File: src/bpa_pkg.sv
// ----------------------------------------------------------------------------
// bpa_pkg: shared types and constants for the bmp pixel to glyph converter
// depth codes, register indexes, batch record and palette lookup
// ----------------------------------------------------------------------------
package bpa_pkg;

    // image size limits
    localparam int MAX_WIDTH  = 1024;
    localparam int MAX_HEIGHT = 1024;

    localparam int DIM_W   = 11;                       // width/height register
    localparam int COL_W   = $clog2(MAX_WIDTH + 1);    // pixel column, holds width itself
    localparam int ROW_W   = $clog2(MAX_HEIGHT);       // data row
    localparam int TCOL_W  = 11;                       // text column field
    localparam int TROW_W  = 10;                       // text row field
    localparam int NPIX    = 8;                        // most pixels from one byte
    localparam int NPIX_W  = $clog2(NPIX + 1);
    localparam int KIDX_W  = $clog2(2 * NPIX);

    // depth codes
    localparam logic [2:0] DEPTH_1  = 3'd0;
    localparam logic [2:0] DEPTH_4  = 3'd1;
    localparam logic [2:0] DEPTH_8  = 3'd2;
    localparam logic [2:0] DEPTH_24 = 3'd3;
    localparam logic [2:0] DEPTH_32 = 3'd4;

    // register indexes
    localparam logic [2:0] REG_DEPTH   = 3'd0;
    localparam logic [2:0] REG_WIDTH   = 3'd1;
    localparam logic [2:0] REG_HEIGHT  = 3'd2;
    localparam logic [2:0] REG_PAL_SEL = 3'd3;
    localparam logic [2:0] REG_PAL_REV = 3'd4;

    // palette codes
    localparam logic [1:0] PAL_GRAD16 = 2'd0;
    localparam logic [1:0] PAL_SET_A  = 2'd1;
    localparam logic [1:0] PAL_SET_B  = 2'd2;
    localparam logic [1:0] PAL_BLOCKS = 2'd3;

    // 1-bit glyphs
    localparam logic [7:0] GLYPH_SET   = 8'h20;
    localparam logic [7:0] GLYPH_CLEAR = 8'hDB;

    typedef struct packed {
        logic [2:0]       depth_mode;
        logic [DIM_W-1:0] image_width;
        logic [DIM_W-1:0] image_height;
        logic [1:0]       palette_select;
        logic             palette_reverse;
    } t_cfg;

    // pixels of one byte, ready to be sent out as glyph pairs
    typedef struct packed {
        logic [NPIX-1:0][7:0] glyphs;    // first pixel in entry 0
        logic [NPIX_W-1:0]    npix;      // 1 to NPIX
        logic [TROW_W-1:0]    text_row;
        logic [TCOL_W-1:0]    col2;      // text column of first glyph
        logic                 eoi;       // last pixel ends the image
    } t_batch;

    function automatic logic [7:0] pal_grad16(input logic [3:0] idx);
        logic [7:0] g;
        unique case (idx)
            4'd0:  g = " ";
            4'd1:  g = ".";
            4'd2:  g = ":";
            4'd3:  g = "!";
            4'd4:  g = "/";
            4'd5:  g = "r";
            4'd6:  g = "l";
            4'd7:  g = "1";
            4'd8:  g = "Z";
            4'd9:  g = "4";
            4'd10: g = "H";
            4'd11: g = "9";
            4'd12: g = "W";
            4'd13: g = "8";
            4'd14: g = "$";
            default: g = "@";
        endcase
        return g;
    endfunction

    function automatic logic [7:0] pal_set_a(input logic [2:0] idx);
        logic [7:0] g;
        unique case (idx)
            3'd0: g = " ";
            3'd1: g = ".";
            3'd2: g = ":";
            3'd3: g = "^";
            3'd4: g = "u";
            3'd5: g = "w";
            3'd6: g = "U";
            default: g = "W";
        endcase
        return g;
    endfunction

    function automatic logic [7:0] pal_set_b(input logic [2:0] idx);
        logic [7:0] g;
        unique case (idx)
            3'd0: g = " ";
            3'd1: g = ".";
            3'd2: g = ":";
            3'd3: g = "^";
            3'd4: g = "r";
            3'd5: g = "a";
            3'd6: g = "A";
            default: g = "R";
        endcase
        return g;
    endfunction

    function automatic logic [7:0] pal_blocks(input logic [1:0] idx);
        logic [7:0] g;
        unique case (idx)
            2'd0: g = 8'h20;
            2'd1: g = 8'hB0;
            2'd2: g = 8'hB2;
            default: g = 8'hDB;
        endcase
        return g;
    endfunction

    // level 0..15 to glyph; reversing is a bit flip of the index
    function automatic logic [7:0] level_glyph(input logic [3:0] level,
                                               input logic [1:0] sel,
                                               input logic       rev);
        logic [3:0] idx;
        logic [7:0] g;
        idx = rev ? ~level : level;
        unique case (sel)
            PAL_GRAD16: g = pal_grad16(idx);
            PAL_SET_A:  g = pal_set_a(idx[3:1]);
            PAL_SET_B:  g = pal_set_b(idx[3:1]);
            default:    g = pal_blocks(idx[3:2]);
        endcase
        return g;
    endfunction

    // channel sum / 48 as (sum >> 4) / 3 by reciprocal multiply, low 4 bits
    function automatic logic [3:0] sum_level(input logic [9:0] sum);
        logic [5:0]  q16;
        logic [13:0] prod;
        q16  = sum[9:4];
        prod = {8'd0, q16} * 14'd171;
        return prod[12:9];
    endfunction

endpackage

File: src/bpa_decode.sv
// ----------------------------------------------------------------------------
// bpa_decode: byte walker and pixel decoder
// tracks pixel phase, column, row and row padding; turns a byte into a batch
// ----------------------------------------------------------------------------
module bpa_decode (
    input  logic            i_clk,
    input  logic            i_rst_n,
    input  bpa_pkg::t_cfg   i_cfg,
    input  logic            i_valid,
    output logic            o_ready,
    input  logic [7:0]      i_byte,
    input  logic            i_slot_free,
    output logic            o_batch_valid,
    output bpa_pkg::t_batch o_batch
);
    import bpa_pkg::*;

    logic [1:0]       r_phase, n_phase;
    logic [9:0]       r_sum, n_sum;
    logic [COL_W-1:0] r_col, n_col;
    logic [ROW_W-1:0] r_row, n_row;
    logic [1:0]       r_pad, n_pad;
    logic             r_bvalid;
    t_batch           r_batch, n_batch;

    logic [DIM_W-1:0] w_eff, h_eff;
    logic [DIM_W-1:0] row0, row1, row_nx, pad_row_nx;
    logic [COL_W-1:0] col0, col_end, rem;
    logic [1:0]       ph_eff, pad_new;
    logic [9:0]       sum_eff, sum_add;
    logic [NPIX_W-1:0] npix;
    logic [NPIX-1:0][7:0] glyphs;
    logic             produce, accept;
    logic [DIM_W:0]   bytes_lo;

    // clamp size registers
    always_comb begin
        if (i_cfg.image_width == '0)
            w_eff = DIM_W'(1);
        else if (i_cfg.image_width > DIM_W'(MAX_WIDTH))
            w_eff = DIM_W'(MAX_WIDTH);
        else
            w_eff = i_cfg.image_width;
        if (i_cfg.image_height == '0)
            h_eff = DIM_W'(1);
        else if (i_cfg.image_height > DIM_W'(MAX_HEIGHT))
            h_eff = DIM_W'(MAX_HEIGHT);
        else
            h_eff = i_cfg.image_height;
    end

    // channel accumulation with stale phase restart
    assign ph_eff  = (r_phase == 2'd3) ? 2'd0 : r_phase;
    assign sum_eff = (r_phase == 2'd3) ? 10'd0 : r_sum;
    assign sum_add = sum_eff + {2'd0, i_byte};

    // does this byte make pixels (independent of its value)
    always_comb begin
        if (r_pad != 2'd0)
            produce = 1'b0;
        else if (i_cfg.depth_mode == DEPTH_24)
            produce = (ph_eff == 2'd2);
        else if (i_cfg.depth_mode == DEPTH_32)
            produce = (r_phase == 2'd3);
        else
            produce = 1'b1;
    end

    assign o_ready = !produce || i_slot_free;
    assign accept  = i_valid && o_ready;

    // row and column position before this byte's pixels
    always_comb begin
        row0 = (DIM_W'(r_row) >= h_eff) ? '0 : DIM_W'(r_row);
        if (DIM_W'(r_col) >= w_eff) begin
            col0 = '0;
            row1 = (row0 + DIM_W'(1) >= h_eff) ? '0 : row0 + DIM_W'(1);
        end else begin
            col0 = r_col;
            row1 = row0;
        end
        row_nx     = (row1 + DIM_W'(1) >= h_eff) ? '0 : row1 + DIM_W'(1);
        pad_row_nx = (DIM_W'(r_row) + DIM_W'(1) >= h_eff) ? '0
                                                           : DIM_W'(r_row) + DIM_W'(1);
        rem        = COL_W'(w_eff) - col0;
    end

    // pixel count and glyphs per depth
    always_comb begin
        glyphs = '0;
        npix   = NPIX_W'(1);
        unique case (i_cfg.depth_mode)
            DEPTH_1: begin
                npix = (rem >= COL_W'(NPIX)) ? NPIX_W'(NPIX) : NPIX_W'(rem);
                for (int i = 0; i < NPIX; i++)
                    glyphs[i] = i_byte[7-i] ? GLYPH_SET : GLYPH_CLEAR;
            end
            DEPTH_4: begin
                npix = (col0 + COL_W'(1) < COL_W'(w_eff)) ? NPIX_W'(2) : NPIX_W'(1);
                glyphs[0] = level_glyph(i_byte[7:4], i_cfg.palette_select,
                                        i_cfg.palette_reverse);
                glyphs[1] = level_glyph(i_byte[3:0], i_cfg.palette_select,
                                        i_cfg.palette_reverse);
            end
            DEPTH_24: begin
                glyphs[0] = level_glyph(sum_level(sum_add), i_cfg.palette_select,
                                        i_cfg.palette_reverse);
            end
            DEPTH_32: begin
                glyphs[0] = level_glyph(sum_level(r_sum), i_cfg.palette_select,
                                        i_cfg.palette_reverse);
            end
            default: begin
                glyphs[0] = level_glyph(i_byte[7:4], i_cfg.palette_select,
                                        i_cfg.palette_reverse);
            end
        endcase
        col_end = col0 + (produce ? COL_W'(npix) : COL_W'(0));
    end

    // padding after a row: low two bits of the row byte count
    always_comb begin
        unique case (i_cfg.depth_mode)
            DEPTH_1:  bytes_lo = ({1'b0, w_eff} + (DIM_W + 1)'(7)) >> 3;
            DEPTH_4:  bytes_lo = ({1'b0, w_eff} + (DIM_W + 1)'(1)) >> 1;
            DEPTH_24: bytes_lo = {1'b0, w_eff} + {w_eff, 1'b0};
            DEPTH_32: bytes_lo = '0;
            default:  bytes_lo = {1'b0, w_eff};
        endcase
        pad_new = 2'd0 - bytes_lo[1:0];
    end

    // state update
    always_comb begin
        n_phase = r_phase;
        n_sum   = r_sum;
        n_col   = r_col;
        n_row   = r_row;
        n_pad   = r_pad;
        n_batch.glyphs   = glyphs;
        n_batch.npix     = npix;
        n_batch.text_row = TROW_W'(h_eff - DIM_W'(1) - row1);
        n_batch.col2     = TCOL_W'({col0, 1'b0});
        n_batch.eoi      = (row1 + DIM_W'(1) == h_eff) && (col_end == COL_W'(w_eff));
        if (accept) begin
            if (r_pad != 2'd0) begin
                n_pad = r_pad - 2'd1;
                if (r_pad == 2'd1) begin
                    n_col = '0;
                    n_row = ROW_W'(pad_row_nx);
                end
            end else begin
                // channel state
                if (i_cfg.depth_mode == DEPTH_24) begin
                    if (ph_eff == 2'd2) begin
                        n_phase = 2'd0;
                        n_sum   = '0;
                    end else begin
                        n_phase = ph_eff + 2'd1;
                        n_sum   = sum_add;
                    end
                end else if (i_cfg.depth_mode == DEPTH_32) begin
                    if (r_phase == 2'd3) begin
                        n_phase = 2'd0;
                        n_sum   = '0;
                    end else begin
                        n_phase = r_phase + 2'd1;
                        n_sum   = r_sum + {2'd0, i_byte};
                    end
                end
                // position and row end
                if (col_end >= COL_W'(w_eff)) begin
                    if (pad_new == 2'd0) begin
                        n_col = '0;
                        n_row = ROW_W'(row_nx);
                    end else begin
                        n_col = col_end;
                        n_row = ROW_W'(row1);
                        n_pad = pad_new;
                    end
                end else begin
                    n_col = col_end;
                    n_row = ROW_W'(row1);
                end
            end
        end
    end

    always_ff @(posedge i_clk) begin
        if (!i_rst_n) begin
            r_phase  <= '0;
            r_sum    <= '0;
            r_col    <= '0;
            r_row    <= '0;
            r_pad    <= '0;
            r_bvalid <= 1'b0;
        end else begin
            r_phase  <= n_phase;
            r_sum    <= n_sum;
            r_col    <= n_col;
            r_row    <= n_row;
            r_pad    <= n_pad;
            r_bvalid <= accept && produce;
        end
    end

    // batch payload
    always_ff @(posedge i_clk) begin
        if (accept && produce) begin
            r_batch <= n_batch;
        end
    end

    assign o_batch_valid = r_bvalid;
    assign o_batch       = r_batch;

    // a byte taken during row padding never makes pixels
    a_pad_no_pixels: assert property (@(posedge i_clk) disable iff (!i_rst_n)
        (r_pad != 2'd0) |-> !produce)
        else $error("pixel byte decoded while row padding pending");

    a_phase_24: assert property (@(posedge i_clk) disable iff (!i_rst_n)
        (accept && i_cfg.depth_mode == DEPTH_24 && r_pad == 2'd0) |=> (r_phase != 2'd3))
        else $error("24-bit pixel phase out of range");

    a_row_end_clears_col: assert property (@(posedge i_clk) disable iff (!i_rst_n)
        (accept && r_pad == 2'd1) |=> (r_col == '0))
        else $error("column not cleared after row padding");

endmodule

File: src/bpa_emit.sv
// ----------------------------------------------------------------------------
// bpa_emit: glyph serializer
// holds one pixel batch and sends each glyph twice; while i_ready is high, one result a cycle
// ----------------------------------------------------------------------------
module bpa_emit (
    input  logic                    i_clk,
    input  logic                    i_rst_n,
    input  logic                    i_batch_valid,
    input  bpa_pkg::t_batch         i_batch,
    output logic                    o_slot_free,
    output logic                    o_valid,
    input  logic                    i_ready,
    output logic [7:0]              o_glyph,
    output logic [bpa_pkg::TROW_W-1:0] o_text_row,
    output logic [bpa_pkg::TCOL_W-1:0] o_text_column,
    output logic                    o_last,
    output logic                    o_eoi
);
    import bpa_pkg::*;

    logic              r_valid;
    logic [KIDX_W-1:0] r_k;
    t_batch            r_b;
    logic              last_k, take;

    // result index within the batch
    assign last_k = ({1'b0, r_k} == {r_b.npix, 1'b0} - (KIDX_W + 1)'(1));
    assign take   = r_valid && i_ready;

    // a batch still in the handoff register claims the slot
    assign o_slot_free = !i_batch_valid && (!r_valid || (take && last_k));

    // control
    always_ff @(posedge i_clk) begin
        if (!i_rst_n) begin
            r_valid <= 1'b0;
            r_k     <= '0;
        end else if (i_batch_valid) begin
            r_valid <= 1'b1;
            r_k     <= '0;
        end else if (take) begin
            if (last_k) begin
                r_valid <= 1'b0;
            end
            r_k <= r_k + KIDX_W'(1);
        end
    end

    // batch payload
    always_ff @(posedge i_clk) begin
        if (i_batch_valid) begin
            r_b <= i_batch;
        end
    end

    // result fields
    assign o_valid       = r_valid;
    assign o_glyph       = r_b.glyphs[r_k[KIDX_W-1:1]];
    assign o_text_row    = r_b.text_row;
    assign o_text_column = r_b.col2 + TCOL_W'(r_k);
    assign o_last        = last_k;
    assign o_eoi         = r_b.eoi && last_k;

    a_k_in_range: assert property (@(posedge i_clk) disable iff (!i_rst_n)
        r_valid |-> ({1'b0, r_k} < {r_b.npix, 1'b0}))
        else $error("glyph index past batch end");

    a_no_overwrite: assert property (@(posedge i_clk) disable iff (!i_rst_n)
        i_batch_valid |-> $past(o_slot_free))
        else $error("batch loaded over pending glyphs");

    a_eoi_is_last: assert property (@(posedge i_clk) disable iff (!i_rst_n)
        (r_valid && o_eoi) |-> o_last)
        else $error("end of image not on last glyph of a byte");

    a_hold_mid_batch: assert property (@(posedge i_clk) disable iff (!i_rst_n)
        (take && !last_k) |=> r_valid)
        else $error("batch dropped before all glyphs sent");

endmodule

File: src/bmp_pixel_to_ascii_glyph_top.sv
// ----------------------------------------------------------------------------
// bmp_pixel_to_ascii_glyph_top: bmp pixel array bytes to text glyph stream
//
//   channel   direction  handshake                  payload
//   s_axis    in         s_axis_tvalid/tready       one pixel-array byte
//   m_axis    out        m_axis_tvalid/tready       glyph, row, column, flags
//   cfg       in         i_cfg_valid/o_cfg_ready    register index, data
//
// a padding or partial-pixel byte is taken every cycle; a byte that makes
// pixels goes to the batch register the next cycle and to the serializer the
// cycle after, where its first glyph is shown. each pixel is sent as two
// glyphs, one result a cycle while m_axis is ready, 2 to 16 results per byte
// through the single result port; the output idles during the handoff
// between pixel bytes. the next byte is taken on the cycle the last glyph of
// the held batch leaves. synchronous active-low reset clears position state
// and loads register defaults; no clearing pass. a stall on m_axis holds the
// batch and backs up s_axis only for pixel bytes.
// ----------------------------------------------------------------------------
module bmp_pixel_to_ascii_glyph_top (
    input  logic        i_clk,
    input  logic        i_rst_n,
    input  logic        s_axis_tvalid,
    output logic        s_axis_tready,
    input  logic [7:0]  s_axis_tdata,    // [7:0] pixel_byte
    output logic        m_axis_tvalid,
    input  logic        m_axis_tready,
    output logic [31:0] m_axis_tdata,    // [7:0] glyph, [17:8] text_row,
                                         // [28:18] text_column, [31:29] zero
    output logic        m_axis_tlast,    // last_of_item
    output logic        m_axis_tuser,    // end_of_image
    input  logic        i_cfg_valid,
    output logic        o_cfg_ready,
    input  logic [2:0]  i_cfg_index,
    input  logic [10:0] i_cfg_data
);
    import bpa_pkg::*;

    t_cfg              r_cfg;
    t_batch            batch;
    logic              batch_valid, slot_free;
    logic [7:0]        glyph;
    logic [TROW_W-1:0] text_row;
    logic [TCOL_W-1:0] text_column;

    // configuration registers
    assign o_cfg_ready = 1'b1;

    always_ff @(posedge i_clk) begin
        if (!i_rst_n) begin
            r_cfg.depth_mode      <= DEPTH_24;
            r_cfg.image_width     <= DIM_W'(1);
            r_cfg.image_height    <= DIM_W'(1);
            r_cfg.palette_select  <= PAL_GRAD16;
            r_cfg.palette_reverse <= 1'b0;
        end else if (i_cfg_valid) begin
            unique case (i_cfg_index)
                REG_DEPTH:   r_cfg.depth_mode      <= i_cfg_data[2:0];
                REG_WIDTH:   r_cfg.image_width     <= i_cfg_data;
                REG_HEIGHT:  r_cfg.image_height    <= i_cfg_data;
                REG_PAL_SEL: r_cfg.palette_select  <= i_cfg_data[1:0];
                REG_PAL_REV: r_cfg.palette_reverse <= i_cfg_data[0];
                default: ;
            endcase
        end
    end

    // byte walker
    bpa_decode u_decode (
        .i_clk         (i_clk),
        .i_rst_n       (i_rst_n),
        .i_cfg         (r_cfg),
        .i_valid       (s_axis_tvalid),
        .o_ready       (s_axis_tready),
        .i_byte        (s_axis_tdata),
        .i_slot_free   (slot_free),
        .o_batch_valid (batch_valid),
        .o_batch       (batch)
    );

    // glyph serializer
    bpa_emit u_emit (
        .i_clk         (i_clk),
        .i_rst_n       (i_rst_n),
        .i_batch_valid (batch_valid),
        .i_batch       (batch),
        .o_slot_free   (slot_free),
        .o_valid       (m_axis_tvalid),
        .i_ready       (m_axis_tready),
        .o_glyph       (glyph),
        .o_text_row    (text_row),
        .o_text_column (text_column),
        .o_last        (m_axis_tlast),
        .o_eoi         (m_axis_tuser)
    );

    assign m_axis_tdata = {3'd0, text_column, text_row, glyph};

endmodule

File: config.mk
export PLATFORM = sky130hd
export DESIGN_NAME = bmp_pixel_to_ascii_glyph_top
export DESIGN_NICKNAME = d
export VERILOG_FILES = /design/src/bpa_pkg.sv /design/src/bpa_decode.sv /design/src/bpa_emit.sv /design/src/bmp_pixel_to_ascii_glyph_top.sv
export SDC_FILE = /design/constraint.sdc
export NUM_CORES = 1
export LEC_CHECK = 0
export ABC_AREA = 0
export ABC_CLOCK_PERIOD_IN_PS = 18820
export BUFFER_PORTS_ARGS = -buffer_cell sky130_fd_sc_hd__buf_2
export CORE_MARGIN = 5
export CORE_UTILIZATION = 45
export CTS_BUF_LIST = sky130_fd_sc_hd__clkbuf_4
export DETAILED_ROUTE_END_ITERATION = 10
export PLACE_DENSITY = 0.65
export SYNTH_ARGS = -nofsm -noshare
export SYNTH_HDL_FRONTEND = slang
export SYNTH_SLANG_ARGS = --single-unit
File: constraint.sdc
create_clock -name i_clk -period 18.82 [get_ports i_clk]
set_input_delay 0 -clock i_clk [delete_from_list [all_inputs] [get_ports i_clk]]
set_output_delay 0 -clock i_clk [all_outputs]
set_load 0.02 [all_outputs]
; ---- After elaboration in Yosys (flattened, before gate mapping)
; Memory sizes are Yosys's and may differ from the RTL's.
; Cells that the tools add are included.
[classes]
add_sub_neg = 20
multipliers = 2
div = 0
magnitude_cmp = 11
n_eq_ne = 49
n_shift = 0
mux = 75
bitwise = 6
reduce_logical = 41
[ops]
columns = operator, count
row1 = $pmux W7 S7, 8
row2 = $pmux W8 S3, 9
row3 = $mux W11, 11
row4 = $mux W10, 12
row5 = $mux W8, 9
row6 = $ge A11 B11 Y1, 5
row7 = $eq A3 B3 Y1 const B, 14
row8 = $add A11 B1 Y11 const B, 3
row9 = $eq A3 B2 Y1 const B, 11
row10 = $pmux W8 S4, 1
row11 = $mul A6 B8 Y13 const B, 2
row12 = $bmux W8 S3, 1
row13 = $mux W4, 6
row14 = $eq A11 B11 Y1, 2
row15 = $gt A11 B11 Y1 const B, 2
row16 = $logic_not A11 Y1, 2
row17 = $add A10 B8 Y10, 2
row18 = $eq A3 B1 Y1 const B, 6
row19 = $logic_not A3 Y1, 6
row20 = $mux W2, 9
row21 = $not A4 Y4, 4
row22 = $pmux W8 S2, 1
row23 = $eq A2 B2 Y1 const B, 7
row24 = $reduce_and A2 Y1, 7
row25 = 33 further kinds, 64
[word_totals]
regBits = 247
latchBits = 0
ramBits = 0
rom_bits = 560
inputBits = 27
out_inout_bits = 37
elab_cells = 246
n_memories = 5
[mem_list]
columns = memory, words, word_bits, rd, rd_clocked_by_memory_dff, write_ports, line
row1 = (no name shown), 16, 7, 1, 0, 0, bpa_pkg.sv:63  ; unique case (idx)
row2 = (no name shown), 16, 7, 1, 0, 0, bpa_pkg.sv:63
row3 = (no name shown), 16, 7, 1, 0, 0, bpa_pkg.sv:63
row4 = (no name shown), 16, 7, 1, 0, 0, bpa_pkg.sv:63
row5 = (no name shown), 16, 7, 1, 0, 0, bpa_pkg.sv:63

; ---- Depth between registers and ports, before layout
[logic_depth]
ltp_word = 15
depth_mapped = 46
ltp_nobuf = 43

; ---- By module
; From an unflattened synthesis, not the netlist that was laid out.
[hier_totals]
hier_cells = 1879
area_unflattened_um2 = 17734.5
[modules_own_cells]
columns = mod, instances, cells_per_inst, area_per_inst_um2, seq_area_each_um2
row1 = bpa_decode, 1, 1567, 12754.7, 2312.2
row2 = bpa_emit, 1, 197, 3813.7, 2802.7
row3 = bmp_pixel_to_ascii_glyph_top, 1, 115, 1166.1, 560.5

; ---- Least setup slack after synthesis
; OpenSTA, ideal clock, no wires.
[synth_path]
path_type = reg2reg
from = register r_cfg[14] (netlist name)
to = register u_decode.r_row[9]
setup_time_ns = 0.063
arrival_ns = 8.247
path_slack_ns = 10.510
stages_incl_launch_ff = 43
n_path_buf = 2
synth_period_minus_slack_ns = 8.310
path_cell_list = dfxtp_1 > or4_1 > nor2_1 > o21ai_0 > inv_1 > ha_1 > nand2b_1 > a211oi_1 > o21bai_1 > a41o_1 > nand2_2 > buf_2 > buf_2 > nand2_1 > ha_1 > nor2b_1 > o21ai_0 > a21boi_1 > [7 not listed] > ha_1 > inv_1 > fa_1 > inv_1 > a21oi_1 > o21bai_1 > nand4_1 > nor3_1 > xnor2_1 > ha_1 > nand4_1 > nor3_1 > nor2_1 > a31oi_1 > nand3_1 > or3_1 > a31o_2 > nand3_1
[synth_rtl]
columns = item, line
row1 = from (decl), bmp_pixel_to_ascii_glyph_top.sv:38  ; t_cfg r_cfg;
row2 = to (signal assigned), bpa_decode.sv:201  ; r_row <= n_row;
row3 = to (decl), bpa_decode.sv:21  ; logic [ROW_W-1:0] r_row, n_row;

==> summary.md <==
| Metric | Value |
|---|---|
| CP max stage delay | 0.76 ns |
| Vias/cell | 5.79 |
| Wire length per cell | 17.8 um |
| First-pass DRT Iterations | 5 |
| FP Rows | 67 |
| Hold Fails Final Rpt | 0 |
| Post-CTS Resized | 0 |
| Final #Nets | 2019 |
| Layout Cells excl Fill | 2237 |
| Core Region | 0.0337 mm2 |
| R2r startpoint | r_cfg[15] |
| Worst Skew | 0.0299 ns |
| Crit-path slowest cell | nor4_1 |
| Crit-path max FO | 28 |
| Share of post-route cells with drive strength above 1 | 8.00% |
| DRC errors left | 0 |
| Final setup viols | 0 |
| EDFF count, synth | 106 |
| Flop2flop setup slack | 8.21 ns |
| Ys flop type | edfxtp_1 |
| Post-CTS setup buffer count | 0 |
| Max_cap viols | 0 |
| Status | complete, no violations |
| Crit path to | u_decode.r_row[9] |
| Lkg Pwr | 6.96 nW |
| Crit path time final | 10.61 ns |
| Seq/Total Area, Yosys | 29.6% |
| Die area | 0.0380 mm2 |
| Initial Util | 45.7% |
| Max transition margin | 20.9% |
| Syn-to-layout area delta | 7.60% |
| Synth Register Bits | 175 |
| Cell area after synthesis | 0.0154 mm2 |
| Synthesized instance count | 1744 |
| Design area | 0.0166 mm2 |
| Gp weighted congestion | 0.965 |
| Required @ worst endpoint | 19.37 ns |
| Peak VDD IR | 0.124 mV |
| CTS sink cnt | 175 |
| Chip Width | 195 um |
| Commonest non-fill, non-tap cell in the layout | ha_1 |
| Clock slew seen by the registers of the worst setup and hold paths | 0.18 ns |
| Average cell area after synthesis | 8.83 um2 |
| Total gr overflow | 0 |
| CTS tree | done |
| Setup_tns | 0 ns |
| Reg2reg end | u_decode.r_row[9] |
| Fin Hold WS | 0.209 ns |
| Htree depth | 4 |
| Critical Path Source | r_cfg[15] |
| Initial antenna violation count | 1 |
| CTS max path bufs | 2 |
| Number of DRC markers in iteration 0 | 1049 |
| Dpl hpwl | 30600 um |
| Most frequent CP cell | inv_1 |
| Setup repair after global routing missed its margin | no |
| Async SR Flop Fraction | 0% |
| Total Routing Usage GR | 20.7% |
| Setup Crit Path Kind | flip-flop to flip-flop |
| Maximum clock rate | 0.0943 GHz |
| CTS buffer count | 17 |
| Tot Pwr | 2.09 mW |
| Worst-skew pair later-pin latency | 0.61 ns |
| Post-DP Area | 0.0160 mm2 |
| Final antenna-violating net count | 0 |
| WL final | 39900 um |
| Startpoint types | flip-flop |
| Die height | 195 um |
| # placed instances | 2176 |
| Port bufs | 59 |
| Root buffer cell | clkbuf_4 |
| Most frequent cells in the layout | 197 x ha_1, 166 x nand2_1, 131 x nor2_1, 115 x inv_1, 106 x edfxtp_1 |
| Count of final max-slew check failures | 0 |
| Yosys warns | 0 |
| Hold Path Origin | i_cfg_data[3] |
| Fin crit share | 56.4% |
| R2R cell count | 41 |
| CP endpoint kind | flip-flop |
| Power density over the cells | 126 mW/mm2 |
| Vias in the first global route | 12400 |
| Worst Hold Class | input port to flip-flop |
| Tightest Pin Transition | 1.18 ns |
| First-pass GRT wire length | 65100 um |
| Pin count of the biggest net entering global routing | 68 |
| # IOs | 64 |
| Data arrival, critical path | 11.16 ns |
| Synth unique cells | 90 |
| Vias post-DR | 13000 |
[power breakdown]
part	internal (mW)	leakage, nW	total, mW	switching [mW]
Sequential	0.469	1.54	0.494	0.0249
Clock	0.0767	0.174	0.238	0.162
Combinational	0.532	5.25	1.36	0.827
Total	1.08	6.96	2.09	1.01
[kinds of logic after synthesis]
logic type      Yosys count  synth area share [%]
flops                   175                  29.6
mux                      24                  1.82
xor+xnor                117                  6.91
simple gates            557                  17.5
fa+ha+maj               217                  18.6
buf+inv                 207                  5.52
other cells               2                0.0488
compound gates          445                  20.0
[metal layers]
| metal | track usage, % | vias to the layer above | wire length [um] |
|---|---|---|---|
| li1 | - | 6354 | - |
| met4 | 4.76 | 0 | 731 |
| met2 | 33.3 | 394 | 18100 |
| met3 | 3.15 | 49 | 2380 |
| met1 | 29.6 | 6155 | 18700 |
| met5 | 0 | - | 0 |
[critical path, delay by kind of cell, from the launching register on]
family,cells,cell delay (ns)
AND/OR/NAND/NOR,17,4.90
AO/OA/AOI/OAI,14,3.16
buffers and inverters,4,0.59
flip-flops,1,0.37
XOR/XNOR,1,0.13
adder cells (fa/ha/maj),5,1.38
[final cells by class]
| class | instances | area (um2) |
|---|---|---|
| antenna | 1 | 2.50 |
| clock buffer | 17 | 128 |
| clock inverter | 15 | 198 |
| fill | 3250 | 17100 |
| inverter | 117 | 439 |
| multi-input combinational | 1364 | 10000 |
| sequential | 175 | 4570 |
| tap | 448 | 561 |
| timing repair buffer | 100 | 673 |
[state kept, by name, indices dropped and copies added, names as in the netlist]
signal                  count
u_emit.r_b                 43
u_decode.r_pad              2
u_decode.r_sum             10
u_decode.r_col             11
u_decode.r_row             10
u_decode.r_phase            2
u_decode.o_batch           53
u_emit.r_k                  4
u_emit.o_valid              1
r_cfg                      28
u_emit.o_text_row          10
u_decode.o_batch_valid      1
[timing repair]
item | CTS | global route
setup endpoints to repair | 0 | 0
hold endpoints to repair | 49 | 0
hold buffers | 28 | 0
[worst min path at each step]
stage	to	cells after the start
final	r_cfg[6]	4
after global routing	r_cfg[12]	4
after CTS	r_cfg[13]	4
after detailed placement	r_cfg[9]	3
after global placement	r_cfg[23]	3
after floorplan	r_cfg[14]	2
[synthesized netlist by cell type, types with 18 or more instances]
master	n	area share, %
ha_1	197	16
nand2_1	166	4.0
nor2_1	132	3.2
inv_1	115	2.8
edfxtp_1	106	21
a21oi_1	94	3.1
o21ai_0	81	2.6
xnor2_1	80	4.5
dfxtp_1	69	9.0
clkbuf_1	58	1.4
nand3_1	48	1.6
nor3_1	44	1.4
nor2b_1	36	1.5
xor2_1	34	1.9
a22oi_1	25	1.2
a21boi_0	24	1.2
and2_1	23	0.93
a21o_1	22	1.1
fa_1	20	2.6
a211oi_1	19	0.93
a31oi_1	19	0.77
mux2i_1	19	1.2
nand4_1	18	0.73
o211ai_1	18	0.88
[metrics by stage]
stage          setup WS [ns]  util [%]
2_1_floorplan          10.51         -
3_3_place_gp            8.58      47.4
3_5_place_dp            8.42      47.4
4_1_cts                 8.37      49.2
5_1_grt                 7.53      49.2
6_report                8.21      49.2
Note: power is estimated with default switching activity, not from simulation.
